[src/hdl/token_expiry_table_assert.svh]
// Assertion macros for the token expiry table
`ifndef TOKEN_EXPIRY_TABLE_ASSERT_SVH
`define TOKEN_EXPIRY_TABLE_ASSERT_SVH

`ifndef ASSERT_OFF
`define TET_ASSERT_SAME(label, clk, rst_n, ante, cons) \
	label: assert property (@(posedge clk) disable iff (!rst_n) (ante) |-> (cons)) \
		else $error("token_expiry_table: same-cycle check failed");
`define TET_ASSERT_NEXT(label, clk, rst_n, ante, cons) \
	label: assert property (@(posedge clk) disable iff (!rst_n) (ante) |=> (cons)) \
		else $error("token_expiry_table: next-cycle check failed");
`else
`define TET_ASSERT_SAME(label, clk, rst_n, ante, cons)
`define TET_ASSERT_NEXT(label, clk, rst_n, ante, cons)
`endif

`endif

[src/hdl/tet_pkg.sv]
package tet_pkg;

	localparam int TOKENS_DEF = 64;
	localparam int KEY_W      = 25;
	localparam int TIME_W     = 30;
	localparam int EXP_W      = 31;
	localparam int CNT_OUT_W  = 7;
	localparam int CNT_MAX    = 127;

	localparam logic [1:0] FUNC_GENERATE = 2'd0;
	localparam logic [1:0] FUNC_RENEW    = 2'd1;
	localparam logic [1:0] FUNC_QUERY    = 2'd2;

	localparam logic [1:0] STATUS_DONE    = 2'd0;
	localparam logic [1:0] STATUS_IGNORED = 2'd1;
	localparam logic [1:0] STATUS_FULL    = 2'd2;

	typedef struct packed {
		logic [1:0]        func;
		logic [KEY_W-1:0]  token_key;
		logic [TIME_W-1:0] current_time;
	} in_item_t;

	typedef struct packed {
		logic [1:0]           status;
		logic [CNT_OUT_W-1:0] unexpired_count;
	} out_item_t;

	typedef struct packed {
		logic             valid;
		logic [KEY_W-1:0] key;
		logic [EXP_W-1:0] expiry;
	} entry_t;

	typedef enum logic [2:0] {
		ST_CLEAR,
		ST_IDLE,
		ST_SCAN,
		ST_WAIT,
		ST_FINISH
	} state_t;

endpackage

[src/hdl/token_expiry_table.sv]
// Flow: an accepted input beat passes the SCAN, WAIT and FINISH states, and the result
// is registered in FINISH once the output is free. Input stays stalled until then; the
// single memory read port scans one entry per cycle, then FINISH applies the operation.
// Reset: arst_n clears control state and time_to_live to 1, then a clearing pass over
// all TOKENS entries zeroes the table while input stays stalled.
`include "token_expiry_table_assert.svh"

module token_expiry_table #(
	parameter int TOKENS = tet_pkg::TOKENS_DEF
) (
	input  logic                      clk,
	input  logic                      arst_n,
	input  logic                      cfg_we,
	input  logic [tet_pkg::TIME_W-1:0] cfg_data,
	input  logic                      in_valid,
	output logic                      in_stall,
	input  tet_pkg::in_item_t         in_data,
	output logic                      out_valid,
	input  logic                      out_stall,
	output tet_pkg::out_item_t        out_data
);
	import tet_pkg::*;

	localparam int IDX_W = (TOKENS > 1) ? $clog2(TOKENS) : 1;
	localparam int CNT_W = $clog2(TOKENS + 1);
	localparam logic [IDX_W-1:0] LAST_IDX = IDX_W'(TOKENS - 1);

	entry_t mem [TOKENS];

	state_t state_q, state_nxt;

	logic [TIME_W-1:0] ttl_q;
	in_item_t          item_q;
	logic [IDX_W-1:0]  rd_idx_q;
	logic [IDX_W-1:0]  clr_idx_q;
	logic              rd_vld_s1;
	logic [IDX_W-1:0]  idx_s1;
	entry_t            rd_data_s1;
	logic              hit_q, free_q;
	logic [IDX_W-1:0]  hit_slot_q, free_slot_q;
	logic [CNT_W-1:0]  count_q;
	logic              out_valid_q;
	out_item_t         out_q;

	logic              accept, out_free, alive;
	logic              mem_we;
	logic [IDX_W-1:0]  mem_wa;
	entry_t            mem_wd;
	logic              fin_we, fin_ins;
	logic [IDX_W-1:0]  fin_slot;
	logic [1:0]        fin_status;
	logic [EXP_W-1:0]  new_expiry;
	logic [CNT_W-1:0]  cnt_final;

	assign accept   = in_valid && !in_stall;
	assign out_free = !out_valid_q || !out_stall;
	assign alive    = rd_data_s1.valid && (rd_data_s1.expiry > {1'b0, item_q.current_time});

	// next state
	always_comb begin
		state_nxt = state_q;
		case (state_q)
			ST_CLEAR:  if (clr_idx_q == LAST_IDX) state_nxt = ST_IDLE;
			ST_IDLE:   if (in_valid) state_nxt = ST_SCAN;
			ST_SCAN:   if (rd_idx_q == LAST_IDX) state_nxt = ST_WAIT;
			ST_WAIT:   state_nxt = ST_FINISH;
			ST_FINISH: if (out_free) state_nxt = ST_IDLE;
			default:   state_nxt = ST_CLEAR;
		endcase
	end

	// outputs and memory write control
	always_comb begin
		in_stall   = (state_q != ST_IDLE);
		new_expiry = {1'b0, item_q.current_time} + {1'b0, ttl_q};
		fin_we     = 1'b0;
		fin_ins    = 1'b0;
		fin_slot   = hit_slot_q;
		fin_status = STATUS_DONE;
		case (item_q.func)
			FUNC_GENERATE: begin
				if (hit_q) begin
					fin_we = 1'b1;
				end else if (free_q) begin
					fin_we   = 1'b1;
					fin_ins  = 1'b1;
					fin_slot = free_slot_q;
				end else begin
					fin_status = STATUS_FULL;
				end
			end
			FUNC_RENEW: begin
				if (hit_q) fin_we = 1'b1;
				else       fin_status = STATUS_IGNORED;
			end
			default: fin_we = 1'b0;
		endcase
		cnt_final = count_q + CNT_W'(fin_ins);

		mem_we = 1'b0;
		mem_wa = idx_s1;
		mem_wd = rd_data_s1;
		case (state_q)
			ST_CLEAR: begin
				mem_we = 1'b1;
				mem_wa = clr_idx_q;
				mem_wd = '0;
			end
			ST_SCAN, ST_WAIT: begin
				// drop an expired entry as it streams past
				if (rd_vld_s1 && rd_data_s1.valid && !alive) begin
					mem_we       = 1'b1;
					mem_wd.valid = 1'b0;
				end
			end
			ST_FINISH: begin
				mem_we = out_free && fin_we;
				mem_wa = fin_slot;
				mem_wd = '{valid: 1'b1, key: item_q.token_key, expiry: new_expiry};
			end
			default: mem_we = 1'b0;
		endcase
	end

	always_ff @(posedge clk) begin
		if (mem_we) mem[mem_wa] <= mem_wd;
		rd_data_s1 <= mem[rd_idx_q];
		idx_s1     <= rd_idx_q;
		if (accept) item_q <= in_data;
		if (state_q == ST_FINISH && out_free) begin
			out_q.status <= fin_status;
			out_q.unexpired_count <= (32'(cnt_final) > CNT_MAX) ? CNT_OUT_W'(CNT_MAX)
				: CNT_OUT_W'(cnt_final);
		end
		if (accept) begin
			hit_q   <= 1'b0;
			free_q  <= 1'b0;
			count_q <= '0;
		end else if (rd_vld_s1) begin
			if (alive) begin
				count_q <= count_q + CNT_W'(1);
				if (!hit_q && rd_data_s1.key == item_q.token_key) begin
					hit_q      <= 1'b1;
					hit_slot_q <= idx_s1;
				end
			end else if (!free_q) begin
				free_q      <= 1'b1;
				free_slot_q <= idx_s1;
			end
		end
	end

	always_ff @(posedge clk or negedge arst_n) begin
		if (!arst_n) begin
			state_q     <= ST_CLEAR;
			ttl_q       <= TIME_W'(1);
			clr_idx_q   <= '0;
			rd_idx_q    <= '0;
			rd_vld_s1   <= 1'b0;
			out_valid_q <= 1'b0;
		end else begin
			state_q   <= state_nxt;
			rd_vld_s1 <= (state_q == ST_SCAN);
			if (cfg_we) ttl_q <= cfg_data;
			if (state_q == ST_CLEAR) clr_idx_q <= clr_idx_q + IDX_W'(1);
			if (accept) rd_idx_q <= '0;
			else if (state_q == ST_SCAN && rd_idx_q != LAST_IDX) rd_idx_q <= rd_idx_q + IDX_W'(1);
			if (state_q == ST_FINISH && out_free) out_valid_q <= 1'b1;
			else if (!out_stall) out_valid_q <= 1'b0;
		end
	end

	assign out_valid = out_valid_q;
	assign out_data  = out_q;

	`TET_ASSERT_NEXT(a_accept_scans, clk, arst_n, accept, state_q == ST_SCAN && rd_idx_q == '0)
	`TET_ASSERT_SAME(a_no_scan_at_finish, clk, arst_n, state_q == ST_FINISH, !rd_vld_s1)
	`TET_ASSERT_SAME(a_count_bound, clk, arst_n, rd_vld_s1, 32'(count_q) <= TOKENS)
	`TET_ASSERT_SAME(a_stall_when_busy, clk, arst_n, state_q != ST_IDLE, in_stall)

endmodule

[config.mk]
export PLATFORM = sky130hd
export DESIGN_NAME = token_expiry_table
export DESIGN_NICKNAME = d
export VERILOG_FILES = /design/src/hdl/tet_pkg.sv /design/src/hdl/token_expiry_table.sv
export VERILOG_INCLUDE_DIRS = /design/src /design/src/hdl
export SDC_FILE = /design/constraint.sdc
export NUM_CORES = 2
export LEC_CHECK = 0
export ABC_AREA = 0
export BUFFER_PORTS_ARGS = -buffer_cell sky130_fd_sc_hd__buf_4
export CAP_MARGIN = 20
export CORE_ASPECT_RATIO = 1.2
export CORE_UTILIZATION = 45
export CTS_BUF_LIST = sky130_fd_sc_hd__clkbuf_2 sky130_fd_sc_hd__clkbuf_4 sky130_fd_sc_hd__clkbuf_8
export CTS_CLUSTER_DIAMETER = 200
export DETAILED_ROUTE_END_ITERATION = 8
export PLACE_DENSITY_LB_ADDON = 0.12
export SLEW_MARGIN = 10
export SYNTH_ARGS = -nofsm -noshare
export SYNTH_HDL_FRONTEND = slang
export SYNTH_SLANG_ARGS = --single-unit
[constraint.sdc]
create_clock -name clk -period 7.85 [get_ports clk]
set_input_delay 0.785 -clock clk [delete_from_list [all_inputs] [get_ports clk]]
set_output_delay 0.785 -clock clk [all_outputs]
set_load 0.01 [all_outputs]
==> summary by stage <==
Synthesis
During synthesis, Yosys emitted a total of 0 warnings. The instance count of the mapped netlist is roughly 6100. For this run, the register share of the synthesized area comes to 0.777. The register bit count reported by yosys is ~3800.

The top cell type by total area after synthesis is sky130_fd_sc_hd__edfxtp_1. The most used flip-flop cell after synthesis is sky130_fd_sc_hd__edfxtp_1. In the post-synthesis netlist, the biggest area contributors are sky130_fd_sc_hd__edfxtp_1, sky130_fd_sc_hd__mux4_2, sky130_fd_sc_hd__dfxtp_1. The post-synthesis net count is ~6200. The mapped netlist covers between 0.1 and 0.15 sq mm.

sky130_fd_sc_hd__edfxtp_1 is the most common cell in the netlist. Counting instances in the post-synthesis netlist gives the leading cell types as sky130_fd_sc_hd__edfxtp_1, sky130_fd_sc_hd__mux4_2, sky130_fd_sc_hd__clkbuf_1. The fraction of synthesized cell area taken by the top area cell type is 0.759. The count of cell types in the netlist is 56. The share of synthesized registers carrying an async set or reset is 0.0122. A synthesized cell averages between 20 and 25 sq um. The number of synthesized flops with an enable pin is between 3000 and 4000.

Clocking
Clock-pin slew was measured on the worst setup and hold paths at roughly 0.070 ns. No sink is reached through more buffers than the 4 on the longest clock path. In this run the number of H-tree levels came out at 6. Counting every sink on the clock net gives around 3800.

The root cell of the clock tree is sky130_fd_sc_hd__clkbuf_8. Buffers added to address setup during post-CTS repair amount to 0. The number of CTS-inserted buffers is 610. The clock tree from TritonCTS is yes. The clock latency of the later-clocked register in the worst-skew pair is roughly 1.2 ns.

Global routing
The via count of the first global-routing pass is roughly 72000. Entering global routing, the biggest net connects ~130 pins. Summed over all layers, the global routing overflow is 0. In the global route stage, overall resource usage came out at 0.252.

The first global-routing pass estimated between 500000 and 600000 microns of wire. The number of antenna violations at the first check in global routing is between 40 and 50.

Min path
The tightest min-delay check is of the input pin to register type. The beginning of the worst hold path is cfg_we. The worst hold path terminates at ttl_q[5]$_DFFE_PN0P_. The hold-critical path depth is 2.

Place
After detailed placement, the total cell area comes to between 0.15 and 0.2 sq mm. The count of buffers from port buffering is ~100. The post-placement worst setup slack is between 2 and 2.5 ns. Summed over all nets, the half-perimeter wirelength after detailed placement is 237000 microns.

The final weighted congestion in routability-driven placement is 0.795.

Critical path
The slack of the worst reg-to-reg path is between 2 and 2.5 ns. The kind of capture point of the worst setup path is a register. In this run the critical register-to-register path is launched from item_q[1]$_DFFE_PP_.

The critical path goes through inv_1 > ha_1 > nor2b_1 > o21ai_0 > a21oi_1 > a211oi_1 > o21ai_0 > a21oi_1 > and4_1 > o211ai_1 > buf_4 > nor2_4 > buf_4. STA classifies the critical path startpoint as a register. The highest cell delay on the worst timing path is a little under 0.9 ns.

The category of the most critical setup path is register to register. The highest net fanout along the worst path is 22. For the worst setup path, the data required time is just under 9 ns. The cell at the slowest stage of the critical path is sky130_fd_sc_hd__nor2_4. The worst register-to-register path has a depth of 13. The worst register-to-register path ends at mem[60][23]$_DFFE_PP_.

The critical path arrival is roughly 6.4 ns.

STA
The worst hold slack across all endpoints is 0.152 ns. The final critical-path required period is ~5.6 ns. At the pin with the least slew margin, the transition time is 1.20 ns. Setup repair after global routing left no endpoint under its margin. Derived from the worst setup path, the maximum achievable clock frequency is approximately 0.18 GHz. Summed over all failing endpoints, the final setup total negative slack is 0 ns. The hold violation total from the final report is 0.

The worst slew margin relative to its limit is 0.202. Setup violations remaining at the end of the flow were counted as 0. The clock tree skew after final layout is a little over 0.06 ns. Dividing the final minimum period by the clock period gives 0.710. Setup slack closes at roughly 2.3 ns. The max-slew violation total from the final report was 0.

Final layout
The fill cell total of the finished layout is about 25000. Summing all non-filler instances in the final layout gives an area of between 0.15 and 0.2 sq mm. The area added between synthesis and finish is 14.2%. The net count of the finished layout is 6953. Of the cells placed in the final design, the portion with a size suffix greater than 1 is 0.360.

Power
Summed over all cells, the static leakage comes to just over 50 nW. The areal power density over the cells is about 230 mW/mm^2. The peak supply drop is ~0.17 mV. The overall power of the completed layout is ~40 mW.

Drt
The highest routed metal layer is met5. Wire segments on met3 add up to roughly 27000 microns in the final route. After detailed routing, the average wire length per cell comes to around 36 microns. The detail route stage leaves a number of antenna-violating nets equal to 0.

In the final routing, the length of wire on met1 measures 170000 microns. The first detailed-routing pass took 6 iterations. For this run, design rule violations remaining after detail routing come to 0. The final routed wirelength across all metal layers is between 400000 and 500000 microns. Wire segments on met2 add up to between 200000 and 250000 microns in the final route. Detailed routing inserted a total of around 70000 vias. After detailed routing, the number of vias per cell comes to between 6 and 7. The DRC marker count from the first detailed-route iteration is around 8000.

Die
The overall die width is around 520 microns. The core outline area is 0.325 sq mm. The row count is roughly 230. The area enclosed by the die boundary is 0.330 sq mm. Measured along the y axis, the die boundary spans about 630 microns. approximately 100 I/O pins were placed. The initial core utilization is 0.453.

Run status
The run finished with clean final reports.

Flow run
The max-cap check violation count is 0.
[where the power goes]
part	total, mW	internal [mW]	switching, mW
clock	16.7	8.75	7.97
combinational	0.249	0.121	0.127
sequential	22.2	22.2	0.0100
total	39.2	31.1	8.11
[kinds of logic (layout without fill, tap and decap cells)]
family                     after synthesis  in the layout  synth area share
AOI/OAI and AO/OA                      168            168           0.00691
buffers and inverters                  338           1522           0.00946
xor gates and xnor gates                69             69           0.00410
other                                    0             13                 0
muxes                                 1239           1239             0.186
DFF                                   3845           3845             0.777
adders and majority gates               66             66           0.00566
and+or+nand+nor                        345            345            0.0107
[timing repair]
action | in CTS | in global routing
hold buffers | 90 | 0
hold endpoints to repair | 138 | 0
gates resized for setup | 0 | 0
[sequential cells by signal, indices dropped and copies added, names as in the netlist]
| signal | flops |
|---|---|
| clr_idx_q | 6 |
| count_q | 7 |
| free_q | 1 |
| free_slot_q | 6 |
| hit_q | 1 |
| hit_slot_q | 6 |
| idx_s1 | 6 |
| item_q | 57 |
| mem | 3648 |
| out_data | 9 |
| out_valid | 1 |
| rd_data_s1 | 57 |
| rd_idx_q | 6 |
| rd_vld_s1 | 1 |
| state_q | 3 |
| ttl_q | 30 |
[layout make-up]
type	instances	area, sq um	share of cell area
clock buffers	837	10200	0.0605
well taps	4273	5350	0.0318
diodes	13	32.5	0.000193
multi-input cells	1887	32300	0.192
repair buffers	412	4210	0.0250
inverters	39	149	0.000885
flip-flops and latches	3845	115000	0.681
clock inverters	234	1550	0.00923
[critical path: cells and delay by family (launching register included)]
kind | cells | cell delay [ns]
adder cells (fa/ha/maj) | 1 | 0.31
AO/OA/AOI/OAI | 6 | 2.03
buffers and inverters | 3 | 0.85
AND/OR/NAND/NOR | 3 | 1.56
flip-flops | 1 | 0.40
[per-stage QoR]
stage | util | instances
floorplan | - | 6070
global placement | 0.478 | 10400
detailed placement | 0.479 | 10400
CTS | 0.518 | 11500
global route | 0.518 | 11500
finish | 0.518 | 11500
[worst max path at each step]
stage                            endpoint  depth (start not counted)           startpoint  slack [ns]
finish              mem[60][23]$_DFFE_PP_                         13  item_q[1]$_DFFE_PP_        2.28
global route        mem[60][23]$_DFFE_PP_                         13  item_q[1]$_DFFE_PP_        2.15
CTS                 mem[44][54]$_DFFE_PP_                         13  item_q[1]$_DFFE_PP_        2.20
detailed placement  mem[44][29]$_DFFE_PP_                         13  item_q[1]$_DFFE_PP_        2.29
global placement    mem[61][13]$_DFFE_PP_                         13  item_q[1]$_DFFE_PP_        1.98
floorplan            mem[42][0]$_DFFE_PP_                         12  item_q[8]$_DFFE_PP_       -0.77
[layer usage]
layer,GRT usage,vias up
li1,-,27700
met1,0.358,38900
met2,0.411,2908
met3,0.0369,567
met4,0.0646,4
met5,0,-
[layout by cell type (no fill, tap or decap), types with 65 or more instances in the layout]
| cell type | n |
|---|---|
| sky130_fd_sc_hd__clkbuf_4 | 213 |
| sky130_fd_sc_hd__buf_4 | 254 |
| sky130_fd_sc_hd__edfxtp_1 | 3726 |
| sky130_fd_sc_hd__dlygate4sd3_1 | 90 |
| sky130_fd_sc_hd__ha_1 | 65 |
| sky130_fd_sc_hd__clkbuf_8 | 624 |
| sky130_fd_sc_hd__clkinv_1 | 123 |
| sky130_fd_sc_hd__dfxtp_1 | 72 |
| sky130_fd_sc_hd__mux4_2 | 1197 |
| sky130_fd_sc_hd__nand2_1 | 119 |
Note: power is estimated with default switching activity, not from simulation.
